**src/sv/ufr_pkg.sv**
```systemverilog
// Shared types, codes and reset values for the update frame receiver.
package ufr_pkg;

  localparam int ByteW  = 8;
  localparam int AddrW  = 16;
  localparam int CountW = 16;
  localparam int PosW   = 9;
  localparam int EventW = 3;
  localparam int CfgIdxW = 2;

  // Event codes
  localparam logic [EventW-1:0] EV_ABSORB = 3'd0;
  localparam logic [EventW-1:0] EV_START  = 3'd1;
  localparam logic [EventW-1:0] EV_END    = 3'd2;
  localparam logic [EventW-1:0] EV_ACCEPT = 3'd3;
  localparam logic [EventW-1:0] EV_REJECT = 3'd4;
  localparam logic [EventW-1:0] EV_DROP   = 3'd5;

  // Register indexes
  localparam logic [CfgIdxW-1:0] REG_START_CODE = 2'd0;
  localparam logic [CfgIdxW-1:0] REG_END_CODE   = 2'd1;
  localparam logic [CfgIdxW-1:0] REG_ACK_CODE   = 2'd2;
  localparam logic [CfgIdxW-1:0] REG_NACK_CODE  = 2'd3;

  // Register reset values
  localparam logic [ByteW-1:0] START_CODE_RST = 8'h0F;
  localparam logic [ByteW-1:0] END_CODE_RST   = 8'hF0;
  localparam logic [ByteW-1:0] ACK_CODE_RST   = 8'h79;
  localparam logic [ByteW-1:0] NACK_CODE_RST  = 8'h7F;

  // Header bytes ahead of the data: length, offset high, offset low
  localparam logic [PosW-1:0] HDR_LEN = 9'd3;

  typedef struct packed {
    logic [ByteW-1:0] start_code;
    logic [ByteW-1:0] end_code;
    logic [ByteW-1:0] ack_code;
    logic [ByteW-1:0] nack_code;
  } codes_t;

  typedef struct packed {
    logic [EventW-1:0] event_res;
    logic [ByteW-1:0]  reply_byte;
    logic              payload_valid;
    logic [ByteW-1:0]  payload_byte;
    logic [ByteW-1:0]  payload_offset;
    logic [ByteW-1:0]  frame_length;
    logic [AddrW-1:0]  flash_offset;
    logic [AddrW-1:0]  record_address;
    logic [ByteW-1:0]  record_check;
    logic [CountW-1:0] frames_stored;
    logic              program_ready;
  } result_t;

endpackage

```
**src/sv/update_frame_receiver_unit.sv**
```systemverilog
// Top level of the update frame receiver: input register, parser core, result register.
// Takes one received byte per beat and returns exactly one result beat for it. A byte
// passes an input register, then the parser state and the result register are updated
// together in the same cycle, so a new byte is taken every cycle unless the output side
// stalls. Its result then sits in the result register and can be taken when the output
// side is not stalled. The single parser state
// update per cycle sets this rate. Code registers are written through the cfg_ port,
// which is always ready; write them only while no byte is in flight.
module update_frame_receiver_unit
  import ufr_pkg::*;
(
  input  logic               clk,
  input  logic               rst_n,
  input  logic               in_valid,
  output logic               in_stall,
  input  logic [ByteW-1:0]   in_rx_byte,
  output logic               out_valid,
  input  logic               out_stall,
  output logic [EventW-1:0]  out_event_res,
  output logic [ByteW-1:0]   out_reply_byte,
  output logic               out_payload_valid,
  output logic [ByteW-1:0]   out_payload_byte,
  output logic [ByteW-1:0]   out_payload_offset,
  output logic [ByteW-1:0]   out_frame_length,
  output logic [AddrW-1:0]   out_flash_offset,
  output logic [AddrW-1:0]   out_record_address,
  output logic [ByteW-1:0]   out_record_check,
  output logic [CountW-1:0]  out_frames_stored,
  output logic               out_program_ready,
  input  logic               cfg_valid,
  output logic               cfg_ready,
  input  logic [CfgIdxW-1:0] cfg_index,
  input  logic [ByteW-1:0]   cfg_data
);

  codes_t           codes;
  result_t          res;
  result_t          out_r;
  logic             out_valid_r, out_valid_nxt;
  logic             in_valid_r, in_valid_nxt;
  logic [ByteW-1:0] in_byte_r;
  logic             out_free;
  logic             step;
  logic             in_take;

  assign cfg_ready = 1'b1;

  ufr_cfg_regs u_cfg (
    .clk      (clk),
    .rst_n    (rst_n),
    .wr_en    (cfg_valid && cfg_ready),
    .wr_index (cfg_index),
    .wr_data  (cfg_data),
    .codes    (codes)
  );

  ufr_frame_core u_core (
    .clk     (clk),
    .rst_n   (rst_n),
    .step    (step),
    .rx_byte (in_byte_r),
    .codes   (codes),
    .res     (res)
  );

  assign out_free = !out_valid_r || !out_stall;
  assign step     = in_valid_r && out_free;
  assign in_stall = in_valid_r && !out_free;
  assign in_take  = in_valid && !in_stall;

  assign in_valid_nxt  = in_take || (in_valid_r && !step);
  assign out_valid_nxt = step || (out_valid_r && out_stall);

  always_ff @(posedge clk) begin
    if (!rst_n) begin
      in_valid_r  <= 1'b0;
      out_valid_r <= 1'b0;
    end else begin
      in_valid_r  <= in_valid_nxt;
      out_valid_r <= out_valid_nxt;
    end
  end

  always_ff @(posedge clk) begin
    if (in_take) begin
      in_byte_r <= in_rx_byte;
    end
    if (step) begin
      out_r <= res;
    end
  end

  assign out_valid          = out_valid_r;
  assign out_event_res      = out_r.event_res;
  assign out_reply_byte     = out_r.reply_byte;
  assign out_payload_valid  = out_r.payload_valid;
  assign out_payload_byte   = out_r.payload_byte;
  assign out_payload_offset = out_r.payload_offset;
  assign out_frame_length   = out_r.frame_length;
  assign out_flash_offset   = out_r.flash_offset;
  assign out_record_address = out_r.record_address;
  assign out_record_check   = out_r.record_check;
  assign out_frames_stored  = out_r.frames_stored;
  assign out_program_ready  = out_r.program_ready;

endmodule

```
**src/sv/ufr_cfg_regs.sv**
```systemverilog
// Configuration registers holding the session and reply codes.
module ufr_cfg_regs
  import ufr_pkg::*;
(
  input  logic               clk,
  input  logic               rst_n,
  input  logic               wr_en,
  input  logic [CfgIdxW-1:0] wr_index,
  input  logic [ByteW-1:0]   wr_data,
  output codes_t             codes
);

  codes_t codes_r;
  codes_t codes_nxt;

  always_comb begin
    codes_nxt = codes_r;
    if (wr_en) begin
      unique case (wr_index)
        REG_START_CODE: codes_nxt.start_code = wr_data;
        REG_END_CODE:   codes_nxt.end_code   = wr_data;
        REG_ACK_CODE:   codes_nxt.ack_code   = wr_data;
        REG_NACK_CODE:  codes_nxt.nack_code  = wr_data;
        default:        codes_nxt = codes_r;
      endcase
    end
  end

  always_ff @(posedge clk) begin
    if (!rst_n) begin
      codes_r.start_code <= START_CODE_RST;
      codes_r.end_code   <= END_CODE_RST;
      codes_r.ack_code   <= ACK_CODE_RST;
      codes_r.nack_code  <= NACK_CODE_RST;
    end else begin
      codes_r <= codes_nxt;
    end
  end

  assign codes = codes_r;

endmodule

```
**src/sv/ufr_frame_core.sv**
```systemverilog
// Frame parser state and per-byte result logic.
module ufr_frame_core
  import ufr_pkg::*;
(
  input  logic             clk,
  input  logic             rst_n,
  input  logic             step,
  input  logic [ByteW-1:0] rx_byte,
  input  codes_t           codes,
  output result_t          res
);

  logic              at_boundary_r, at_boundary_nxt;
  logic [PosW-1:0]   byte_pos_r, byte_pos_nxt;
  logic [ByteW-1:0]  cur_len_r, cur_len_nxt;
  logic [ByteW-1:0]  frame_xor_r, frame_xor_nxt;
  logic [ByteW-1:0]  data_xor_r, data_xor_nxt;
  logic [AddrW-1:0]  tgt_off_r, tgt_off_nxt;
  logic              session_r, session_nxt;
  logic [CountW-1:0] count_r, count_nxt;
  logic [AddrW-1:0]  store_ptr_r, store_ptr_nxt;
  logic [PosW-1:0]   data_end;
  logic [PosW-1:0]   data_idx;

  assign data_end = HDR_LEN + {1'b0, cur_len_r};
  assign data_idx = byte_pos_r - HDR_LEN;

  always_comb begin
    at_boundary_nxt = at_boundary_r;
    byte_pos_nxt    = byte_pos_r;
    cur_len_nxt     = cur_len_r;
    frame_xor_nxt   = frame_xor_r;
    data_xor_nxt    = data_xor_r;
    tgt_off_nxt     = tgt_off_r;
    session_nxt     = session_r;
    count_nxt       = count_r;
    store_ptr_nxt   = store_ptr_r;
    res             = '0;

    priority if (at_boundary_r && rx_byte == codes.start_code) begin
      at_boundary_nxt   = 1'b0;
      byte_pos_nxt      = '0;
      session_nxt       = 1'b1;
      res.event_res     = EV_START;
      res.reply_byte    = codes.ack_code;
      res.frames_stored = count_r;
    end else if (at_boundary_r && rx_byte == codes.end_code) begin
      at_boundary_nxt   = 1'b1;
      byte_pos_nxt      = '0;
      session_nxt       = 1'b0;
      res.event_res     = EV_END;
      res.reply_byte    = codes.ack_code;
      res.frames_stored = count_r;
      res.program_ready = (count_r != '0);
      count_nxt         = '0;
      store_ptr_nxt     = '0;
    end else begin
      at_boundary_nxt = 1'b0;
      priority if (byte_pos_r == PosW'(0)) begin
        cur_len_nxt   = rx_byte;
        frame_xor_nxt = rx_byte;
        data_xor_nxt  = rx_byte;
        tgt_off_nxt   = '0;
        byte_pos_nxt  = PosW'(1);
      end else if (byte_pos_r == PosW'(1)) begin
        tgt_off_nxt   = {rx_byte, tgt_off_r[ByteW-1:0]};
        frame_xor_nxt = frame_xor_r ^ rx_byte;
        byte_pos_nxt  = PosW'(2);
      end else if (byte_pos_r == PosW'(2)) begin
        tgt_off_nxt   = {tgt_off_r[AddrW-1:ByteW], rx_byte};
        frame_xor_nxt = frame_xor_r ^ rx_byte;
        byte_pos_nxt  = HDR_LEN;
      end else if (byte_pos_r < data_end) begin
        frame_xor_nxt      = frame_xor_r ^ rx_byte;
        data_xor_nxt       = data_xor_r ^ rx_byte;
        res.payload_valid  = 1'b1;
        res.payload_byte   = rx_byte;
        res.payload_offset = data_idx[ByteW-1:0];
        byte_pos_nxt       = byte_pos_r + PosW'(1);
      end else begin
        at_boundary_nxt = 1'b1;
        byte_pos_nxt    = '0;
        priority if (!session_r) begin
          res.event_res = EV_DROP;
        end else if (frame_xor_r == rx_byte) begin
          res.event_res      = EV_ACCEPT;
          res.reply_byte     = codes.ack_code;
          res.record_address = store_ptr_r;
          res.record_check   = data_xor_r;
          store_ptr_nxt      = store_ptr_r + AddrW'(cur_len_r) + AddrW'(2);
          count_nxt          = count_r + CountW'(1);
        end else begin
          res.event_res  = EV_REJECT;
          res.reply_byte = codes.nack_code;
        end
      end
      res.frame_length  = cur_len_nxt;
      res.flash_offset  = tgt_off_nxt;
      res.frames_stored = count_nxt;
    end
  end

  always_ff @(posedge clk) begin
    if (!rst_n) begin
      at_boundary_r <= 1'b1;
      byte_pos_r    <= '0;
      cur_len_r     <= '0;
      frame_xor_r   <= '0;
      data_xor_r    <= '0;
      tgt_off_r     <= '0;
      session_r     <= 1'b0;
      count_r       <= '0;
      store_ptr_r   <= '0;
    end else if (step) begin
      at_boundary_r <= at_boundary_nxt;
      byte_pos_r    <= byte_pos_nxt;
      cur_len_r     <= cur_len_nxt;
      frame_xor_r   <= frame_xor_nxt;
      data_xor_r    <= data_xor_nxt;
      tgt_off_r     <= tgt_off_nxt;
      session_r     <= session_nxt;
      count_r       <= count_nxt;
      store_ptr_r   <= store_ptr_nxt;
    end
  end

endmodule

```
**config.mk**
```make
export PLATFORM = sky130hd
export DESIGN_NAME = update_frame_receiver_unit
export DESIGN_NICKNAME = d
export VERILOG_FILES = /design/src/sv/ufr_pkg.sv /design/src/sv/update_frame_receiver_unit.sv /design/src/sv/ufr_cfg_regs.sv /design/src/sv/ufr_frame_core.sv
export SDC_FILE = /design/constraint.sdc
export NUM_CORES = 1
export LEC_CHECK = 0
export BUFFER_PORTS_ARGS = -buffer_cell sky130_fd_sc_hd__buf_2
export CORE_ASPECT_RATIO = 1.5
export CORE_MARGIN = 1
export CORE_UTILIZATION = 60
export DETAILED_ROUTE_END_ITERATION = 6
export HOLD_SLACK_MARGIN = 0.06
export PLACE_DENSITY = 0.81
export SETUP_SLACK_MARGIN = 0.1
export SLEW_MARGIN = 20
export SYNTH_ARGS = -nofsm -noshare
export SYNTH_HDL_FRONTEND = slang
export SYNTH_HIERARCHICAL = 1
export SYNTH_SLANG_ARGS = --single-unit
```
**constraint.sdc**
```tcl
create_clock -name clk -period 18.9 [get_ports clk]
set_clock_uncertainty 0.05 [all_clocks]
set_input_delay 0.945 -clock clk [delete_from_list [all_inputs] [get_ports clk]]
set_output_delay 0.945 -clock clk [all_outputs]
set_load 0.02 [all_outputs]
```
==> out/results.tsv <==
metric	value	unit
relSlewSlack	0.307	
synthCells	1059	
grt_max_degree	79	
reg2reg_slack	15040	ps
cts_sinks	218	
hold_violations	0	
ys.warnings.count	6	
io_pins	119	
cpLargestDelayFamily	simple AND/OR/NAND/NOR gates	
clkLatencyLatePin	500	ps
start_util	0.609	
portBuffers	117	
rsz0062_at_grt	no	
antenna_found_initial	0	
synth_area_leaders	edfxtp_1, dfxtp_1, mux2i_1	
wirelength	25700	um
clk_path_buf_depth	3	
gr-usage-all-layers	0.275	
die_w	112	um
power_density	86.0	nW/um2
finalCritPeriodShare	0.204	
hpwl	17400	um
tritoncts	done	
met1_length	9700	um
async_flop_share	0	
dp.cells	1327	
ir_drop	0.104	mV
drive_above_1_share	0.163	
ys_top_cells_by_count	dfxtp_1, edfxtp_1, nand2_1, nor2_1, a21oi_1	
yosysMostFrequentCell	dfxtp_1	
tns	0	ps
wl_met3	1320	um
worstHoldEndpoint	u_cfg/codes[7]	
overflow	0	
grt_pass1_vias	8332	
drtIter0Drc	606	
synth_edf_count	101	
root_buffer	clkbuf_16	
cpPeakStageDelay	480	ps
reg2reg_depth	14	
fmaxAchievable	0.259	GHz
worst_pin_slew	1030	ps
gp_congestion	0.890	
layout.nets	1188	
start_kind	flop	
highest_layer	met4	
cts_hold_buf	0	
postCtsResizedCells	0	
post_cts_buffers	0	
vias	8561	
min_path_type	reg -> reg	
required	19080	ps
path_class	reg -> reg	
slowest_stage	a211oi_1	
ys.flop_type	dfxtp_1	
core	17900	um2
synth_fp_nets	1114	
post_drt_wl_per_cell	18.8	um
fin_crit	3860	ps
ys_ff_latch	218	
grt_first_pass_wirelength	41200	um
cts_made_buffers	21	
final.fill_count	1448	
crit_buf_inv	3	
final-instance-count-excl-fill	1364	
worstSetupEndpointType	flop	
status	complete, but fails checks	
die_area	18700	um2
die_h	167	um
path_max_fanout	37	
r2r-start	u_core/cur_len_r[0]	
cts.htree.levels	1	
syn2layout_area_growth	11.9	%
wl_met2	13700	um
num_antenna_cells	0	
drc_errors	47	
setup_viol	0	
maxSlewViolCount	0	
drtAntennaViolNets	0	
synth_top_area_cell	edfxtp_1	
p_leak	0.00464	uW
cts.clk_slew.worst_paths	60	ps
netlist_area	10900	um2
avgViaCountPerCell	6.28	
rows	60	
r2r_end	out_frames_stored[11]	
postSynthAreaPerCell	10.3	um2
synth_top_area_frac	0.279	
violations	DRC	
hold_path_depth	2	
firstDrtPassIters	7	
drv_cap	0	
hold_path.startpoint	u_cfg/codes[7]	
cp_cell_sequence	inv_1, ha_1, nor2_1, and3_1, nand3_1, ha_1, nand4_1, a211oi_1, o31ai_4, buf_4, nor4_4, buf_4, nand4_1, xnor2_1	
yosysSeqAreaShare	0.494	
ys_types	74	
cp.arrival	4040	ps
where the power goes:
group,leakage (uW),internal [uW],switching (uW)
clock network,0.000334,260,173
registers,0.00190,511,13.8
logic,0.00240,30.1,58.7
worst register-to-register path, stage by stage, from the launching register on:
cell	delay [ps]
dfxtp_1	430
inv_1	100
ha_1	230
nor2_1	170
and3_1	210
nand3_1	100
ha_1	340
nand4_1	180
a211oi_1	480
o31ai_4	120
buf_4	250
nor4_4	240
buf_4	370
nand4_1	170
xnor2_1	160
how the worst max path moves through the flow:
stage | startpoint | end | slack, ps | cells after the start
3_3_place_gp | u_core/cur_len_r[0] | out_reply_byte[5] | 15260 | 12
5_1_grt | u_core/cur_len_r[0] | out_frames_stored[11] | 14760 | 14
4_1_cts | u_core/cur_len_r[0] | out_frames_stored[11] | 15090 | 14
6_report | u_core/cur_len_r[0] | out_frames_stored[11] | 15040 | 14
2_1_floorplan | out_stall | u_core/store_ptr_r[14] | 9360 | 8
3_5_place_dp | u_core/cur_len_r[0] | out_frames_stored[11] | 15110 | 14
placed cells by master (no fill, tap or decap), types with 14 or more instances in the layout:
cell type and n:
o21ai_0 44, and2_1 36, nand2_1 74, nand3_1 44, nand4_1 14, a21oi_1 53
inv_1 27, ha_1 31, a22oi_1 23, nor2_1 64, clkbuf_16 21, dfxtp_1 117
buf_2 117, or3_1 17, edfxtp_1 101, nor3_1 22, mux2i_1 50, xnor2_1 47
nor2b_1 30
through the flow:
stage / setup WS, ps / util / total power [uW] / hold WS (ps) / cell area (um2)
after floorplan: 9360 / - / 598 / 388 / 10900
after global placement: 15260 / 0.642 / 620 / 397 / 11500
after detailed placement: 15110 / 0.642 / 623 / 402 / 11500
after CTS: 15090 / 0.681 / 1050 / 419 / 12200
after global routing: 14760 / 0.681 / 1080 / 438 / 12200
final: 15040 / 0.681 / 1050 / 416 / 12200
routing by layer:
metal / GRT usage / vias to the layer above
met5: 0 / -
met4: 0.126 / 0
met3: 0.0320 / 78
met2: 0.511 / 318
met1: 0.312 / 4158
li1: - / 4007
final cells by class:
class / instances / area [um2] / share of cell area
repair buffers: 128 / 668 / 0.0549
flip-flops and latches: 218 / 5380 / 0.442
clock buffers: 29 / 556 / 0.0456
clock inverters: 8 / 141 / 0.0116
inverters: 28 / 105 / 0.00864
multi-input cells: 736 / 5050 / 0.415
well taps: 217 / 272 / 0.0223
state kept, by name (all words and copies together), names as in the netlist, 3 cells and up:
name / flops
out_payload_offset: 8
u_core/cur_len_r: 8
out_flash_offset: 16
u_core/byte_pos_r: 9
out_event_res: 3
u_core/data_xor_r: 8
out_payload_byte: 8
u_core/tgt_off_r: 16
u_core/count_r: 16
u_cfg/codes: 32
u_core/frame_xor_r: 8
out_record_address: 16
out_frame_length: 8
in_byte_r: 8
out_record_check: 8
out_reply_byte: 8
out_frames_stored: 16
u_core/store_ptr_r: 16
cell families (layout without fill, tap and decap cells):
logic type | Yosys count | count (layout) | synth area share
and+or+nand+nor | 380 | 380 | 0.199
DFF | 218 | 218 | 0.494
AOI/OAI and AO/OA | 214 | 214 | 0.130
buffers and inverters | 105 | 193 | 0.0442
xor gates and xnor gates | 58 | 58 | 0.0474
muxes | 51 | 51 | 0.0470
adders and majority gates | 32 | 32 | 0.0375
other | 1 | 1 | 0.000345
No activity file was read; power rests on OpenSTA's default activity.
